### config.mk
export PLATFORM = sky130hd
export DESIGN_NAME = hysteretic_top_k_source_selector_flat
export DESIGN_NICKNAME = d
export VERILOG_FILES = /design/src/hdl/htks_pkg.sv /design/src/hdl/htks_if.sv /design/src/hdl/htks_div.sv /design/src/hdl/hysteretic_top_k_source_selector.sv /design/src/flat_wrapper.sv
export SDC_FILE = /design/constraint.sdc
export NUM_CORES = 2
export LEC_CHECK = 0
export BUFFER_PORTS_ARGS = -buffer_cell sky130_fd_sc_hd__buf_2
export CAP_MARGIN = 20
export CORE_ASPECT_RATIO = 0.5
export CORE_MARGIN = 2
export CORE_UTILIZATION = 55
export CTS_BUF_LIST = sky130_fd_sc_hd__clkbuf_16
export CTS_CLUSTER_DIAMETER = 30
export CTS_CLUSTER_SIZE = 20
export DETAILED_ROUTE_END_ITERATION = 6
export PLACE_DENSITY = 0.68
export REMOVE_ABC_BUFFERS = 1
export SLEW_MARGIN = 30
export SYNTH_ARGS = -nofsm -noshare
export SYNTH_HDL_FRONTEND = slang
export SYNTH_SLANG_ARGS = --single-unit
### constraint.sdc
create_clock -name clk -period 15.4 [get_ports clk]
set_input_delay 3.08 -clock clk [delete_from_list [all_inputs] [get_ports clk]]
set_output_delay 3.08 -clock clk [all_outputs]
set_load 0.05 [all_outputs]
### src/hdl/htks_pkg.sv
// types and constants of the camera source selector
// no dependencies; used by the interfaces, the divider and the top level
`timescale 1ns / 1ps
package htks_pkg;

	localparam int NUM_CAMERAS_DEF = 16;
	localparam int MODE_W = 2;
	localparam int CAM_W = 4;
	localparam int SCORE_W = 16;
	localparam int TOPK_W = 5;
	localparam int DECAY_W = 17;
	localparam int MAF_W = 8;
	localparam int CNT_W = 8;
	localparam int CFG_IDX_W = 3;
	localparam int CFG_DATA_W = 17;
	localparam int MAX_SEL = 16;
	localparam int SEL_IDX_W = 4;
	localparam int SEL_CNT_W = 5;
	localparam int SUM_W = 20;
	localparam int FRAC_W = 12;

	localparam logic [DECAY_W-1:0] DECAY_ONE = 17'd65536;
	localparam logic [DECAY_W-1:0] SWITCH_ONE = 17'd4096;

	// reset values of the registers
	localparam logic [TOPK_W-1:0] TOP_K_RST = 5'd4;
	localparam logic [SCORE_W-1:0] THRESH_RST = 16'd328;
	localparam logic [DECAY_W-1:0] DECAY_RST = 17'd58982;
	localparam logic [MAF_W-1:0] MAF_RST = 8'd5;
	localparam logic [SCORE_W-1:0] SWITCH_RST = 16'd819;

	typedef enum logic [MODE_W-1:0] {
		MODE_STORE = 2'd0,
		MODE_ROUND = 2'd1,
		MODE_CLEAR = 2'd2,
		MODE_NONE  = 2'd3
	} mode_t;

	typedef enum logic [CFG_IDX_W-1:0] {
		CFG_TOP_K     = 3'd0,
		CFG_THRESHOLD = 3'd1,
		CFG_DECAY     = 3'd2,
		CFG_MIN_FRAME = 3'd3,
		CFG_SWITCH    = 3'd4
	} cfg_reg_t;

	// request to the divider
	typedef struct packed {
		logic start;
		logic [SUM_W-1:0] dividend;
		logic [SEL_CNT_W-1:0] divisor;
	} div_req_t;

	// answer of the divider
	typedef struct packed {
		logic done;
		logic [SUM_W-1:0] quotient;
	} div_rsp_t;

endpackage

### src/hdl/htks_if.sv
// valid/ready channel interfaces for input items and result items
// depends on htks_pkg
`timescale 1ns / 1ps
interface htks_item_if;
	import htks_pkg::*;
	logic valid;
	logic ready;
	logic [MODE_W-1:0] mode;
	logic [CAM_W-1:0] camera_index;
	logic [SCORE_W-1:0] motion_score;

	modport source (output valid, mode, camera_index, motion_score, input ready);
	modport sink (input valid, mode, camera_index, motion_score, output ready);
endinterface

interface htks_result_if;
	import htks_pkg::*;
	logic valid;
	logic ready;
	logic [CAM_W-1:0] selected_camera;
	logic entry_valid;
	logic [SCORE_W-1:0] average_score;
	logic last_entry;

	modport source (output valid, selected_camera, entry_valid, average_score, last_entry,
		input ready);
	modport sink (input valid, selected_camera, entry_valid, average_score, last_entry,
		output ready);
endinterface

### src/hdl/htks_div.sv
// restoring divider, one quotient bit per cycle, for the round average
// depends on htks_pkg
`timescale 1ns / 1ps
module htks_div (
	input  logic clk,
	input  logic arst_n,
	input  htks_pkg::div_req_t req,
	output htks_pkg::div_rsp_t rsp
);
	import htks_pkg::*;

	localparam int STEP_W = $clog2(SUM_W);

	logic [SEL_CNT_W-1:0] rem_q;
	logic [SUM_W-1:0] quo_q;
	logic [SEL_CNT_W-1:0] div_q;
	logic [STEP_W-1:0] step_q;
	logic busy_q;
	logic done_q;
	logic [SEL_CNT_W:0] rem_sh;
	logic fits;

	// one trial subtraction
	assign rem_sh = {rem_q, quo_q[SUM_W-1]};
	assign fits = rem_sh >= {1'b0, div_q};

	always_ff @(posedge clk or negedge arst_n) begin
		if (!arst_n) begin
			busy_q <= 1'b0;
			done_q <= 1'b0;
			step_q <= '0;
		end else begin
			if (req.start) begin
				busy_q <= 1'b1;
				done_q <= 1'b0;
				step_q <= STEP_W'(SUM_W - 1);
			end else if (busy_q) begin
				step_q <= step_q - 1'b1;
				if (step_q == '0) begin
					busy_q <= 1'b0;
					done_q <= 1'b1;
				end else begin
					done_q <= 1'b0;
				end
			end else begin
				done_q <= 1'b0;
			end
		end
	end

	// datapath
	always_ff @(posedge clk) begin
		if (req.start) begin
			rem_q <= '0;
			quo_q <= req.dividend;
			div_q <= req.divisor;
		end else if (busy_q) begin
			rem_q <= fits ? SEL_CNT_W'(rem_sh - {1'b0, div_q}) : rem_sh[SEL_CNT_W-1:0];
			quo_q <= {quo_q[SUM_W-2:0], fits};
		end
	end

	assign rsp.done = done_q;
	assign rsp.quotient = quo_q;
endmodule

### src/hdl/hysteretic_top_k_source_selector.sv
// Hysteretic top-k camera source selector.
// Input channel item: mode 0 stores one camera's raw score, mode 2 clears all
// camera state, mode 1 runs one selection round, mode 3 is ignored.
// Result channel: one transaction per selected camera in selection order, each
// carrying the round's truncated mean raw score; last_entry marks the final one.
// A round that selects nothing gives one transaction with entry_valid low.
// Store, clear and ignored items give no result and leave the block idle.
// After a round item is accepted, the update scan, the ranking steps with their
// weakest-active searches, the commit scan and the division run in turn; then
// results follow one per cycle while the receiver takes them. A ranking step
// whose camera is already selected skips the weakest-active search, and an
// empty round skips the division.
// A single scan pointer visits one camera per cycle for the update, each maximum
// search, each weakest-active search and the commit; the average comes from a
// bit-serial divider. Input ready is high only while no item is in progress.
// When the receiver stalls, the current result holds until taken.
// Reset clears all camera state and loads the register defaults. Registers are
// written through cfg_we/cfg_index/cfg_data; the user must write them only while
// the block is idle, which the block itself does not enforce.
// depends on htks_pkg, htks_if, htks_div
`timescale 1ns / 1ps
module hysteretic_top_k_source_selector #(
	parameter int NUM_CAMERAS = htks_pkg::NUM_CAMERAS_DEF
) (
	input  logic clk,
	input  logic arst_n,
	htks_item_if.sink item,
	htks_result_if.source result,
	input  logic cfg_we,
	input  logic [htks_pkg::CFG_IDX_W-1:0] cfg_index,
	input  logic [htks_pkg::CFG_DATA_W-1:0] cfg_data
);
	import htks_pkg::*;

	localparam int IDX_W = $clog2(NUM_CAMERAS);

	typedef enum logic [8:0] {
		ST_IDLE  = 9'b000000001,
		ST_UPD   = 9'b000000010,
		ST_RANK  = 9'b000000100,
		ST_RDONE = 9'b000001000,
		ST_LOW   = 9'b000010000,
		ST_LDONE = 9'b000100000,
		ST_SUM   = 9'b001000000,
		ST_DIV   = 9'b010000000,
		ST_EMIT  = 9'b100000000
	} state_t;

	state_t state_q;

	logic [TOPK_W-1:0] top_k_q;
	logic [SCORE_W-1:0] thresh_q;
	logic [DECAY_W-1:0] decay_q;
	logic [MAF_W-1:0] maf_q;
	logic [SCORE_W-1:0] switch_q;

	logic [SCORE_W-1:0] raw_q [NUM_CAMERAS];
	logic [SCORE_W-1:0] dec_q [NUM_CAMERAS];
	logic [CNT_W-1:0] cnt_q [NUM_CAMERAS];
	logic [NUM_CAMERAS-1:0] active_q;
	logic [NUM_CAMERAS-1:0] left_q;
	logic [NUM_CAMERAS-1:0] insel_q;
	logic [IDX_W-1:0] sel_list_q [MAX_SEL];
	logic [SEL_CNT_W-1:0] nsel_q;
	logic [IDX_W-1:0] ptr_q;
	logic found_q;
	logic [IDX_W-1:0] best_idx_q;
	logic [SCORE_W-1:0] best_score_q;
	logic lfound_q;
	logic [IDX_W-1:0] low_idx_q;
	logic [SCORE_W-1:0] low_score_q;
	logic [SUM_W-1:0] sum_q;
	logic [SCORE_W-1:0] avg_q;
	logic [SEL_IDX_W-1:0] ocnt_q;

	logic ptr_last;
	logic [DECAY_W-1:0] df;
	logic [TOPK_W-1:0] kk;
	logic [SCORE_W-1:0] mul_a;
	logic [DECAY_W-1:0] mul_b;
	logic [SCORE_W+DECAY_W-1:0] product;
	logic [DECAY_W-1:0] dprod;
	logic [SCORE_W-1:0] dsat;
	logic [SCORE_W-1:0] dnew;
	logic [SCORE_W-1:0] upd_score;
	logic [CNT_W-1:0] upd_cnt;
	logic prot;
	logic switch_win;
	logic sel_full;
	logic push_en;
	logic [IDX_W-1:0] push_idx;
	logic [SUM_W-1:0] sum_n;
	logic item_acc;
	logic res_acc;
	logic res_last;
	div_req_t div_req;
	div_rsp_t div_rsp;

	assign ptr_last = ptr_q == IDX_W'(NUM_CAMERAS - 1);
	assign df = (decay_q > DECAY_ONE) ? DECAY_ONE : decay_q;
	assign kk = (top_k_q > TOPK_W'(MAX_SEL)) ? TOPK_W'(MAX_SEL) : top_k_q;
	assign item_acc = item.valid && item.ready;
	assign res_acc = result.valid && result.ready;

	// shared multiplier: decay during update, switch margin otherwise
	assign mul_a = (state_q == ST_UPD) ? dec_q[ptr_q] : low_score_q;
	assign mul_b = (state_q == ST_UPD) ? df : SWITCH_ONE + DECAY_W'(switch_q);
	assign product = (SCORE_W + DECAY_W)'(mul_a) * (SCORE_W + DECAY_W)'(mul_b);

	// per-camera update of score and active count
	assign dprod = product[SCORE_W+DECAY_W-1:SCORE_W];
	assign dsat = (dprod > DECAY_W'(16'hFFFF)) ? 16'hFFFF : dprod[SCORE_W-1:0];
	assign dnew = (raw_q[ptr_q] > dsat) ? raw_q[ptr_q] : dsat;
	assign upd_score = active_q[ptr_q] ? raw_q[ptr_q] : dnew;
	always_comb begin
		upd_cnt = '0;
		if (active_q[ptr_q])
			upd_cnt = (cnt_q[ptr_q] == '1) ? cnt_q[ptr_q] : cnt_q[ptr_q] + 1'b1;
	end
	assign prot = active_q[ptr_q] && (upd_cnt < maf_q);

	// candidate beats weakest active camera by the margin, full-width compare
	assign switch_win = (SCORE_W + DECAY_W)'({best_score_q, FRAC_W'(0)}) > product;
	assign sel_full = (nsel_q >= kk) || (nsel_q >= SEL_CNT_W'(MAX_SEL));

	// additions to the selection list
	always_comb begin
		push_en = 1'b0;
		push_idx = ptr_q;
		if (state_q == ST_UPD) begin
			push_en = prot && (nsel_q < SEL_CNT_W'(MAX_SEL));
		end else if (state_q == ST_LDONE) begin
			push_en = 1'b1;
			push_idx = (!lfound_q || switch_win) ? best_idx_q : low_idx_q;
		end
	end

	// average: sum of raw scores of the selected cameras
	assign sum_n = sum_q + (insel_q[ptr_q] ? SUM_W'(raw_q[ptr_q]) : '0);
	assign div_req.start = (state_q == ST_SUM) && ptr_last && (nsel_q != '0);
	assign div_req.dividend = sum_n;
	assign div_req.divisor = nsel_q;

	htks_div u_div (
		.clk(clk),
		.arst_n(arst_n),
		.req(div_req),
		.rsp(div_rsp)
	);

	// register file
	always_ff @(posedge clk or negedge arst_n) begin
		if (!arst_n) begin
			top_k_q <= TOP_K_RST;
			thresh_q <= THRESH_RST;
			decay_q <= DECAY_RST;
			maf_q <= MAF_RST;
			switch_q <= SWITCH_RST;
		end else if (cfg_we) begin
			unique case (cfg_index)
				CFG_TOP_K:     top_k_q <= cfg_data[TOPK_W-1:0];
				CFG_THRESHOLD: thresh_q <= cfg_data[SCORE_W-1:0];
				CFG_DECAY:     decay_q <= cfg_data;
				CFG_MIN_FRAME: maf_q <= cfg_data[MAF_W-1:0];
				CFG_SWITCH:    switch_q <= cfg_data[SCORE_W-1:0];
				default: ;
			endcase
		end
	end

	// sequencer and camera state
	always_ff @(posedge clk or negedge arst_n) begin
		if (!arst_n) begin
			state_q <= ST_IDLE;
			for (int i = 0; i < NUM_CAMERAS; i++) begin
				raw_q[i] <= '0;
				dec_q[i] <= '0;
				cnt_q[i] <= '0;
			end
			for (int i = 0; i < MAX_SEL; i++)
				sel_list_q[i] <= '0;
			active_q <= '0;
			left_q <= '0;
			insel_q <= '0;
			nsel_q <= '0;
			ptr_q <= '0;
			found_q <= 1'b0;
			best_idx_q <= '0;
			best_score_q <= '0;
			lfound_q <= 1'b0;
			low_idx_q <= '0;
			low_score_q <= '0;
			sum_q <= '0;
			avg_q <= '0;
			ocnt_q <= '0;
		end else begin
			if (push_en) begin
				sel_list_q[nsel_q[SEL_IDX_W-1:0]] <= push_idx;
				insel_q[push_idx] <= 1'b1;
				nsel_q <= nsel_q + 1'b1;
			end
			unique case (state_q)
				ST_IDLE: begin
					if (item_acc) begin
						unique case (item.mode)
							MODE_STORE: begin
								if (32'(item.camera_index) < NUM_CAMERAS)
									raw_q[IDX_W'(item.camera_index)] <= item.motion_score;
							end
							MODE_CLEAR: begin
								for (int i = 0; i < NUM_CAMERAS; i++) begin
									raw_q[i] <= '0;
									dec_q[i] <= '0;
									cnt_q[i] <= '0;
								end
								active_q <= '0;
							end
							MODE_ROUND: begin
								state_q <= ST_UPD;
								ptr_q <= '0;
								nsel_q <= '0;
								insel_q <= '0;
								sum_q <= '0;
							end
							default: ;
						endcase
					end
				end
				ST_UPD: begin
					dec_q[ptr_q] <= upd_score;
					cnt_q[ptr_q] <= upd_cnt;
					left_q[ptr_q] <= upd_score >= thresh_q;
					if (ptr_last) begin
						ptr_q <= '0;
						found_q <= 1'b0;
						state_q <= ST_RANK;
					end else begin
						ptr_q <= ptr_q + 1'b1;
					end
				end
				// search for the highest remaining candidate
				ST_RANK: begin
					if (left_q[ptr_q] && (!found_q || dec_q[ptr_q] > best_score_q)) begin
						found_q <= 1'b1;
						best_idx_q <= ptr_q;
						best_score_q <= dec_q[ptr_q];
					end
					if (ptr_last) begin
						ptr_q <= '0;
						state_q <= ST_RDONE;
					end else begin
						ptr_q <= ptr_q + 1'b1;
					end
				end
				ST_RDONE: begin
					found_q <= 1'b0;
					lfound_q <= 1'b0;
					ptr_q <= '0;
					if (!found_q || sel_full) begin
						state_q <= ST_SUM;
					end else begin
						left_q[best_idx_q] <= 1'b0;
						state_q <= insel_q[best_idx_q] ? ST_RANK : ST_LOW;
					end
				end
				// search for the weakest unprotected active camera
				ST_LOW: begin
					if (active_q[ptr_q] && !insel_q[ptr_q] &&
						(!lfound_q || dec_q[ptr_q] < low_score_q)) begin
						lfound_q <= 1'b1;
						low_idx_q <= ptr_q;
						low_score_q <= dec_q[ptr_q];
					end
					if (ptr_last) begin
						ptr_q <= '0;
						state_q <= ST_LDONE;
					end else begin
						ptr_q <= ptr_q + 1'b1;
					end
				end
				ST_LDONE: begin
					found_q <= 1'b0;
					state_q <= ST_RANK;
				end
				// commit the active set and sum the raw scores
				ST_SUM: begin
					active_q[ptr_q] <= insel_q[ptr_q];
					if (!insel_q[ptr_q])
						cnt_q[ptr_q] <= '0;
					sum_q <= sum_n;
					if (ptr_last) begin
						ptr_q <= '0;
						ocnt_q <= '0;
						if (nsel_q == '0) begin
							avg_q <= '0;
							state_q <= ST_EMIT;
						end else begin
							state_q <= ST_DIV;
						end
					end else begin
						ptr_q <= ptr_q + 1'b1;
					end
				end
				ST_DIV: begin
					if (div_rsp.done) begin
						avg_q <= div_rsp.quotient[SCORE_W-1:0];
						state_q <= ST_EMIT;
					end
				end
				ST_EMIT: begin
					if (res_acc) begin
						if (res_last)
							state_q <= ST_IDLE;
						else
							ocnt_q <= ocnt_q + 1'b1;
					end
				end
				default: state_q <= ST_IDLE;
			endcase
		end
	end

	// channel outputs
	assign item.ready = state_q == ST_IDLE;
	assign res_last = (nsel_q == '0) || (SEL_CNT_W'(ocnt_q) == nsel_q - 1'b1);
	assign result.valid = state_q == ST_EMIT;
	assign result.entry_valid = nsel_q != '0;
	assign result.selected_camera = (nsel_q == '0) ? '0 : CAM_W'(sel_list_q[ocnt_q]);
	assign result.average_score = avg_q;
	assign result.last_entry = res_last;
endmodule

### src/flat_wrapper.sv
// flat-port wrapper written by rule: the top's interface ports become plain ports
module hysteretic_top_k_source_selector_flat import htks_pkg::*;
#(
	parameter int NUM_CAMERAS = htks_pkg::NUM_CAMERAS_DEF
)
  (clk, arst_n, cfg_we, cfg_index, cfg_data, item_valid, item_mode, item_camera_index, item_motion_score, item_ready, result_valid, result_selected_camera, result_entry_valid, result_average_score, result_last_entry, result_ready);
  htks_item_if item_i ();
  htks_result_if result_i ();
  input  logic clk;
  input  logic arst_n;
  input  logic cfg_we;
  input  logic [htks_pkg::CFG_IDX_W-1:0] cfg_index;
  input  logic [htks_pkg::CFG_DATA_W-1:0] cfg_data;
  input wire logic [$bits(item_i.valid)-1:0] item_valid;
  input wire logic [$bits(item_i.mode)-1:0] item_mode;
  input wire logic [$bits(item_i.camera_index)-1:0] item_camera_index;
  input wire logic [$bits(item_i.motion_score)-1:0] item_motion_score;
  output wire logic [$bits(item_i.ready)-1:0] item_ready;
  output wire logic [$bits(result_i.valid)-1:0] result_valid;
  output wire logic [$bits(result_i.selected_camera)-1:0] result_selected_camera;
  output wire logic [$bits(result_i.entry_valid)-1:0] result_entry_valid;
  output wire logic [$bits(result_i.average_score)-1:0] result_average_score;
  output wire logic [$bits(result_i.last_entry)-1:0] result_last_entry;
  input wire logic [$bits(result_i.ready)-1:0] result_ready;
  assign item_i.valid = item_valid;
  assign item_i.mode = item_mode;
  assign item_i.camera_index = item_camera_index;
  assign item_i.motion_score = item_motion_score;
  assign item_ready = item_i.ready;
  assign result_valid = result_i.valid;
  assign result_selected_camera = result_i.selected_camera;
  assign result_entry_valid = result_i.entry_valid;
  assign result_average_score = result_i.average_score;
  assign result_last_entry = result_i.last_entry;
  assign result_i.ready = result_ready;
  hysteretic_top_k_source_selector #(.NUM_CAMERAS(NUM_CAMERAS)) u_core (.clk(clk), .arst_n(arst_n), .item(item_i), .result(result_i), .cfg_we(cfg_we), .cfg_index(cfg_index), .cfg_data(cfg_data));
endmodule
Word level (Yosys, flattened, before mapping)
Index checks and enable logic that the tools add are counted.

operators by class
  $mul = 1
  shifts and indexed selects = 0
  add/subtract/negate cells = 9
  equality and inequality tests = 34
  muxes and demuxes = 121
  bitwise operators = 9
  magnitude comparators = 26
  reductions and logical operators = 61
  divide/modulo/power cells = 0

operators with widths
  cell                                     count
  one-hot mux 256 bit (2 select lines)     2
  bitwise mux 256 bit                      2
  two-way mux 256 bit                      2
  two-way mux 128 bit                      3
  one-hot mux 128 bit (3 select lines)     1
  two-way mux 16 bit                       21
  AND 128 bit                              1
  binary-select mux 16 bit (select 4 bit)  2
  bitwise mux 128 bit                      1
  demux 16 bit (select 4 bit)              2
  inverter 128 bit                         1
  two-way mux 9 bit                        11
  one-hot mux 16 bit (2 select lines)      3
  one-hot mux 9 bit (9 select lines)       1
  two-way mux 20 bit                       4
  bitwise mux 64 bit                       1
  two-way mux 4 bit                        13
  two-way mux 5 bit                        9
  two-way mux 8 bit                        5
  one-hot mux 20 bit (2 select lines)      1
  two-way mux 17 bit                       2
  > comparator 28 x 33 -> 1 bit            1
  multiplier 16 x 17 -> 33 bit             1
  binary-select mux 8 bit (select 4 bit)   1
  other kinds (70)                         170

word-level totals
  RAM bits = 0
  memories = 0
  bits in latches = 0
  ROM bits = 0
  logic and storage cells = 351
  bits in registers = 951
  input port bits = 47

Depth between registers and ports, before layout
  depth after elaboration = 20
  depth in mapped cells = 61

Hierarchy
From an unflattened synthesis, not the netlist that was laid out.

second synthesis, totals
  cells, all modules = 5408
  area, all modules = 55886.1 um^2

modules (own cells, without submodules)
  module                            area an instance (um^2)  cells an instance  instances
  hysteretic_top_k_source_selector  54104.4                  5270               1
  htks_div                          1781.7                   138                1

Least setup slack after synthesis
OpenSTA, ideal clock, no wires.

  kind = register to register
  from = register u_core.ptr_q[0]
  to = register u_core.left_q[12]
  arrival = 13.185 ns
  setup slack = 2.079 ns
  cell stages (with the launch flop) = 59
  period minus slack after synthesis = 13.321 ns
  cells stage by stage = dfrtp_1 -> buf_6 -> buf_6 -> buf_6 -> buf_2 -> buf_2 -> buf_4 -> buf_4 -> mux4_2 -> mux4_2 -> mux2i_1 -> nor2_1 -> fa_1 -> inv_1 -> fa_1 -> inv_1 -> fa_1 -> fa_1 -> [23 not listed] -> o21ai_1 -> clkbuf_1 -> mux2i_1 -> buf_2 -> ha_1 -> nand2b_1 -> a21o_1 -> a21o_1 -> a21o_1 -> a21o_1 -> a21o_1 -> a211oi_1 -> o22ai_1 -> or4_1 -> or3b_2 -> clkbuf_1 -> clkbuf_1 -> o31ai_1

between the ends
  word-level cells in the longest chain between the ends = 14
  elaborated cells between the ends (all ways) = 24
  those cells by class = 1 x mul; 5 x order compare; 16 x mux; 1 x bitwise; 1 x reduce/logical

RTL lines
  what                                                   RTL line                                                                                                                   RTL
  start, declared                                        hysteretic_top_k_source_selector.sv:65                                                                                     logic [IDX_W-1:0] ptr_q;
  start signal, assigned                                 hysteretic_top_k_source_selector.sv:238                                                                                    ptr_q <= ptr_q + 1'b1;
  start signal, assigned                                 hysteretic_top_k_source_selector.sv:252                                                                                    ptr_q <= ptr_q + 1'b1;
  start signal, assigned                                 hysteretic_top_k_source_selector.sv:278                                                                                    ptr_q <= ptr_q + 1'b1;
  inverter 4 -> 5 bit (implied by the code)              hysteretic_top_k_source_selector.sv:106, hysteretic_top_k_source_selector.sv:113, hysteretic_top_k_source_selector.sv:114
  binary-select mux 16 bit (select 4 bit)                hysteretic_top_k_source_selector.sv:106                                                                                    assign mul_a = (state_q == ST_UPD) ? dec_q[ptr_q] : low_score_q;
  two-way mux 16 bit (implied by the code) (2 in a row)  hysteretic_top_k_source_selector.sv:106
  two-way mux 16 bit                                     hysteretic_top_k_source_selector.sv:106
  multiplier 16 x 17 -> 33 bit                           hysteretic_top_k_source_selector.sv:108                                                                                    assign product = (SCORE_W + DECAY_W)'(mul_a) * (SCORE_W + DECAY_W)'(mul_b);
  > comparator 17 x 16 -> 1 bit                          hysteretic_top_k_source_selector.sv:112                                                                                    assign dsat = (dprod > DECAY_W'(16'hFFFF)) ? 16'hFFFF : dprod[SCORE_W-1:0];
  two-way mux 16 bit                                     hysteretic_top_k_source_selector.sv:112
  > comparator 16 bit                                    hysteretic_top_k_source_selector.sv:113                                                                                    assign dnew = (raw_q[ptr_q] > dsat) ? raw_q[ptr_q] : dsat;
  two-way mux 16 bit                                     hysteretic_top_k_source_selector.sv:113
  two-way mux 16 bit                                     hysteretic_top_k_source_selector.sv:114                                                                                    assign upd_score = active_q[ptr_q] ? raw_q[ptr_q] : dnew;
  greater-or-equal comparator 16 bit                     hysteretic_top_k_source_selector.sv:232                                                                                    left_q[ptr_q] <= upd_score >= thresh_q;
  bitwise mux 16 bit (*)                                 hysteretic_top_k_source_selector.sv:232
  one-hot mux 16 bit (2 select lines) (*)                hysteretic_top_k_source_selector.sv:202                                                                                    unique case (state_q)
  end signal, assigned by index                          hysteretic_top_k_source_selector.sv:232
  end, declared                                          hysteretic_top_k_source_selector.sv:61                                                                                     logic [NUM_CAMERAS-1:0] left_q;

Mark *: on every way between the ends. The rest lies on a longest branch, timed or not. The select of a mux whose other input is x is not followed.
A chain may end at the register's enable or synchronous reset.

Worst setup path after layout
  from = register u_core.ptr_q[0]
  to = register u_core.left_q[11]

Same word-level chain as after synthesis.

==> reports/qor.csv <==
metric,value,unit
r2r startpoint,u_core.ptr_q[0]$_DFFE_PN0P_,
gr usage total,32.9,%
Max H-tree Level,4,
ratio of cells with drive above 1 in the final layout,15.7,%
CP most frequent cell,fa_1,
Max Root-Sink Buffers,3,
Tmin final,13.53,ns
Fmax,73.9,MHz
Sw Share,41.3,%
fraction of power consumed by sequential logic,30.0,%
part of the cycle the worst path needs,87.9,%
CP Capture Type,register,
ANT nets after route,0,
Site Rows,83,
CTS root buffer,clkbuf_16,
share of total power in the clock network,29.2,%
Crit Path Max Fanout,32,
Die Wd,460,um
Int Pwr,6.42,mW
initial antenna violation count,10,
vias per cell,6.41,
final core utilization,61.8,%
Avg WL per Cell,24.5,um
DP HPWL,117,mm
Fin. Hold Viols,0,
register area share after synthesis,41.9,%
hold depth,2,
Initial DRT Pass Iterations,6,
ys flop type,dfrtp_1,
Comb power frac,40.7,%
pwr/cell area,173,mW/mm^2
RePlAce Congestion,0.956,
register bit total from synthesis,951,
MaxCap Viol Count,0,
Crit-path slowest cell,dfrtp_4,
initial core utilization,55.6,%
R2R cell count,45,
Port Buf Inserts,70,
most frequent cells in the layout,"nand2_1, dfrtp_1, o21ai_0",
first-pass GRT wire length,270,mm
Worst VDD drop,0.132,mV
R2R Path End,u_core.left_q[11]$_DFFE_PN0P_,
cts repair resizes,0,
Setup WS post-layout,1.87,ns
latest clock arrival within the worst-skew pair,0.78,ns
Clock transition at path regs,0.06,ns
status,"complete, no violations",
Area growth syn-to-layout,11.2,%
net load switching power,4.53,mW
die area,0.107,mm^2
Hold Crit Class,register to register,
CTS tree,yes,
Worst Hold Endpoint,u_core.u_div.rem_q[4]$_SDFFE_PP0P_,
final wirelength,172,mm
"Slew Viols, Final",0,
Crit path arrival time,14.14,ns
Setup Slack @ Placement,2.05,ns
grt total ovfl,0,
drc violations,0,
Die Y,232,um
Tightest Pin Transition,1.09,ns
kind of critical path,register to register,
core area,0.103,mm^2
RSZ-0062 raised after global routing,false,
Startpoint Class,register,
largest net degree at the start of global routing,186,
hold path start,u_core.u_div.rem_q[4]$_SDFFE_PP0P_,
"FFs w/ async S/R, synth",96.8,%
Ys Warns,0,
I/O pin total,71,
Netlist Area Pre-Place,0.0571,mm^2
Synth Area per Inst,10.1,um^2
Finished Cell Area,0.0634,mm^2
clock skew,0.0372,ns
Unique masters post-synth,87,
"commonest non-fill, non-tap cell in the layout",nand2_1,
final setup vio count,0,
CP peak stage delay,0.88,ns
LEAKAGE,29.1,nW
Setup Buffers After CTS,0,
R2R setup slack,1.87,ns
Rel. slew slack,27.1,%
CTS sink count,951,
via count,45200,
Hold Buf Count CTS,0,
vias in the first global route,45500,
Placement Cell Area,0.0586,mm^2
CP required,16.01,ns
Nets,6060,
Post-synth EDFFs,25,
Cells after Synth,5652,
initial DRC count,4897,
Num CTS Buffers,135,
-- worst max-delay path, delay by kind of cell (launching register included) --
family                   cells  cell delay, ns
buffers and inverters        5            0.69
AO/OA/AOI/OAI               16            2.62
multiplexers                 4            2.23
AND/OR/NAND/NOR             11            2.96
flip-flops                   1            0.88
adder cells (fa/ha/maj)      9            3.88
-- sequential cells by signal, summed over array words and instances (netlist names), 16 cells and up --
name,cells
u_core.cnt_q,128
u_core.decay_q,17
u_core.u_div.quo_q,20
u_core.left_q,16
u_core.insel_q,16
u_core.result.average_score,16
u_core.sel_list_q,64
u_core.dec_q,256
u_core.active_q,16
u_core.low_score_q,16
u_core.best_score_q,16
u_core.sum_q,20
u_core.switch_q,16
u_core.raw_q,256
u_core.thresh_q,16
-- power groups by stage --
| stage | Combinational (mW) | Clock, mW | Sequential, mW |
|---|---|---|---|
| 2_1_floorplan | 2.73 | 0 | 3.29 |
| 3_3_place_gp | 4.22 | 0 | 3.29 |
| 3_5_place_dp | 4.33 | 0 | 3.33 |
| 4_1_cts | 4.36 | 3.23 | 3.29 |
| 5_1_grt | 4.83 | 3.35 | 3.34 |
| 6_report | 4.46 | 3.20 | 3.29 |
-- cells by family (layout without fill, tap and decap cells) --
kind of cell / Yosys count / count (layout) / share of synthesized area (%)
simple gates: 1610 / 1610 / 12.0
compound gates: 1428 / 1428 / 14.8
flops: 951 / 951 / 41.9
buf+inv: 740 / 773 / 5.06
fa+ha+maj: 440 / 440 / 12.4
mux: 421 / 421 / 12.8
xor+xnor: 62 / 62 / 0.951
other cells: 0 / 7 / 0
-- worst max path at each step --
stage,startpoint,endpoint,slack [ns],cells past startpoint
3_3_place_gp,u_core.ptr_q[0]$_DFFE_PN0P_,u_core.left_q[13]$_DFFE_PN0P_,1.93,45
3_5_place_dp,u_core.ptr_q[0]$_DFFE_PN0P_,u_core.left_q[10]$_DFFE_PN0P_,2.05,45
6_report,u_core.ptr_q[0]$_DFFE_PN0P_,u_core.left_q[11]$_DFFE_PN0P_,1.87,45
4_1_cts,u_core.ptr_q[0]$_DFFE_PN0P_,u_core.left_q[11]$_DFFE_PN0P_,2.00,45
5_1_grt,u_core.ptr_q[0]$_DFFE_PN0P_,u_core.left_q[12]$_DFFE_PN0P_,1.03,45
2_1_floorplan,u_core.ptr_q[0]$_DFFE_PN0P_,u_core.left_q[10]$_DFFE_PN0P_,-3.41,45
-- layer usage --
metal	part of all wire [%]	global-route usage (%)	up-vias
met4	3.0	11.1	6
met2	46	51.2	2060
li1	-	-	19600
met5	0.026	0	-
met3	9.4	8.74	388
met1	42	45.2	23100
-- synth_stat cells (8+ instances only) --
| cell type | n | area share (%) |
|---|---|---|
| a211oi_1 | 8 | 0.11 |
| a21o_1 | 44 | 0.58 |
| a21oi_1 | 95 | 0.83 |
| a22o_1 | 28 | 0.43 |
| a22oi_1 | 271 | 3.6 |
| a31oi_1 | 12 | 0.13 |
| and2_1 | 55 | 0.60 |
| and3_1 | 15 | 0.16 |
| buf_1 | 40 | 0.26 |
| buf_2 | 40 | 0.35 |
| clkbuf_1 | 301 | 2.0 |
| dfrtp_1 | 899 | 39 |
| dfstp_2 | 22 | 1.0 |
| edfxtp_1 | 25 | 1.3 |
| fa_1 | 210 | 7.4 |
| ha_1 | 230 | 5.0 |
| inv_1 | 349 | 2.3 |
| mux2_2 | 148 | 2.9 |
| mux2i_1 | 37 | 0.65 |
| mux4_2 | 233 | 9.2 |
| nand2_1 | 1024 | 6.7 |
| nand2b_1 | 26 | 0.28 |
| nand3_1 | 68 | 0.60 |
| nand4_1 | 26 | 0.28 |
| nor2_1 | 270 | 1.8 |
| nor2b_1 | 30 | 0.33 |
| nor3_1 | 23 | 0.20 |
| nor3b_1 | 8 | 0.11 |
| nor4_1 | 9 | 0.099 |
| o21a_1 | 31 | 0.41 |
| o21ai_0 | 801 | 7.0 |
| o21ai_1 | 48 | 0.42 |
| o31ai_1 | 20 | 0.26 |
| or2_2 | 8 | 0.088 |
| xnor2_1 | 32 | 0.49 |
| xor2_1 | 30 | 0.46 |
-- area by class of cell --
cell class,count,area [um^2]
diodes,7,17.5
clock buffers,144,3600
clock inverters,105,1080
fillers,8310,39300
inverters,350,1320
multi-input cells,3961,30500
flip-flops and latches,951,23900
well taps,1360,1700
repair buffers,174,1320
-- metrics by stage --
step / TNS, ns / hold WS, ns / power, mW / std cells
2_1_floorplan: -384.36 / 0.445 / 6.02 / 5262
3_3_place_gp: 0 / 0.456 / 7.51 / 6791
3_5_place_dp: 0 / 0.465 / 7.65 / 6791
4_1_cts: 0 / 0.476 / 10.9 / 7040
5_1_grt: 0 / 0.493 / 11.5 / 7047
6_report: 0 / 0.473 / 11.0 / 7052
No activity file was read; power rests on OpenSTA's default activity.
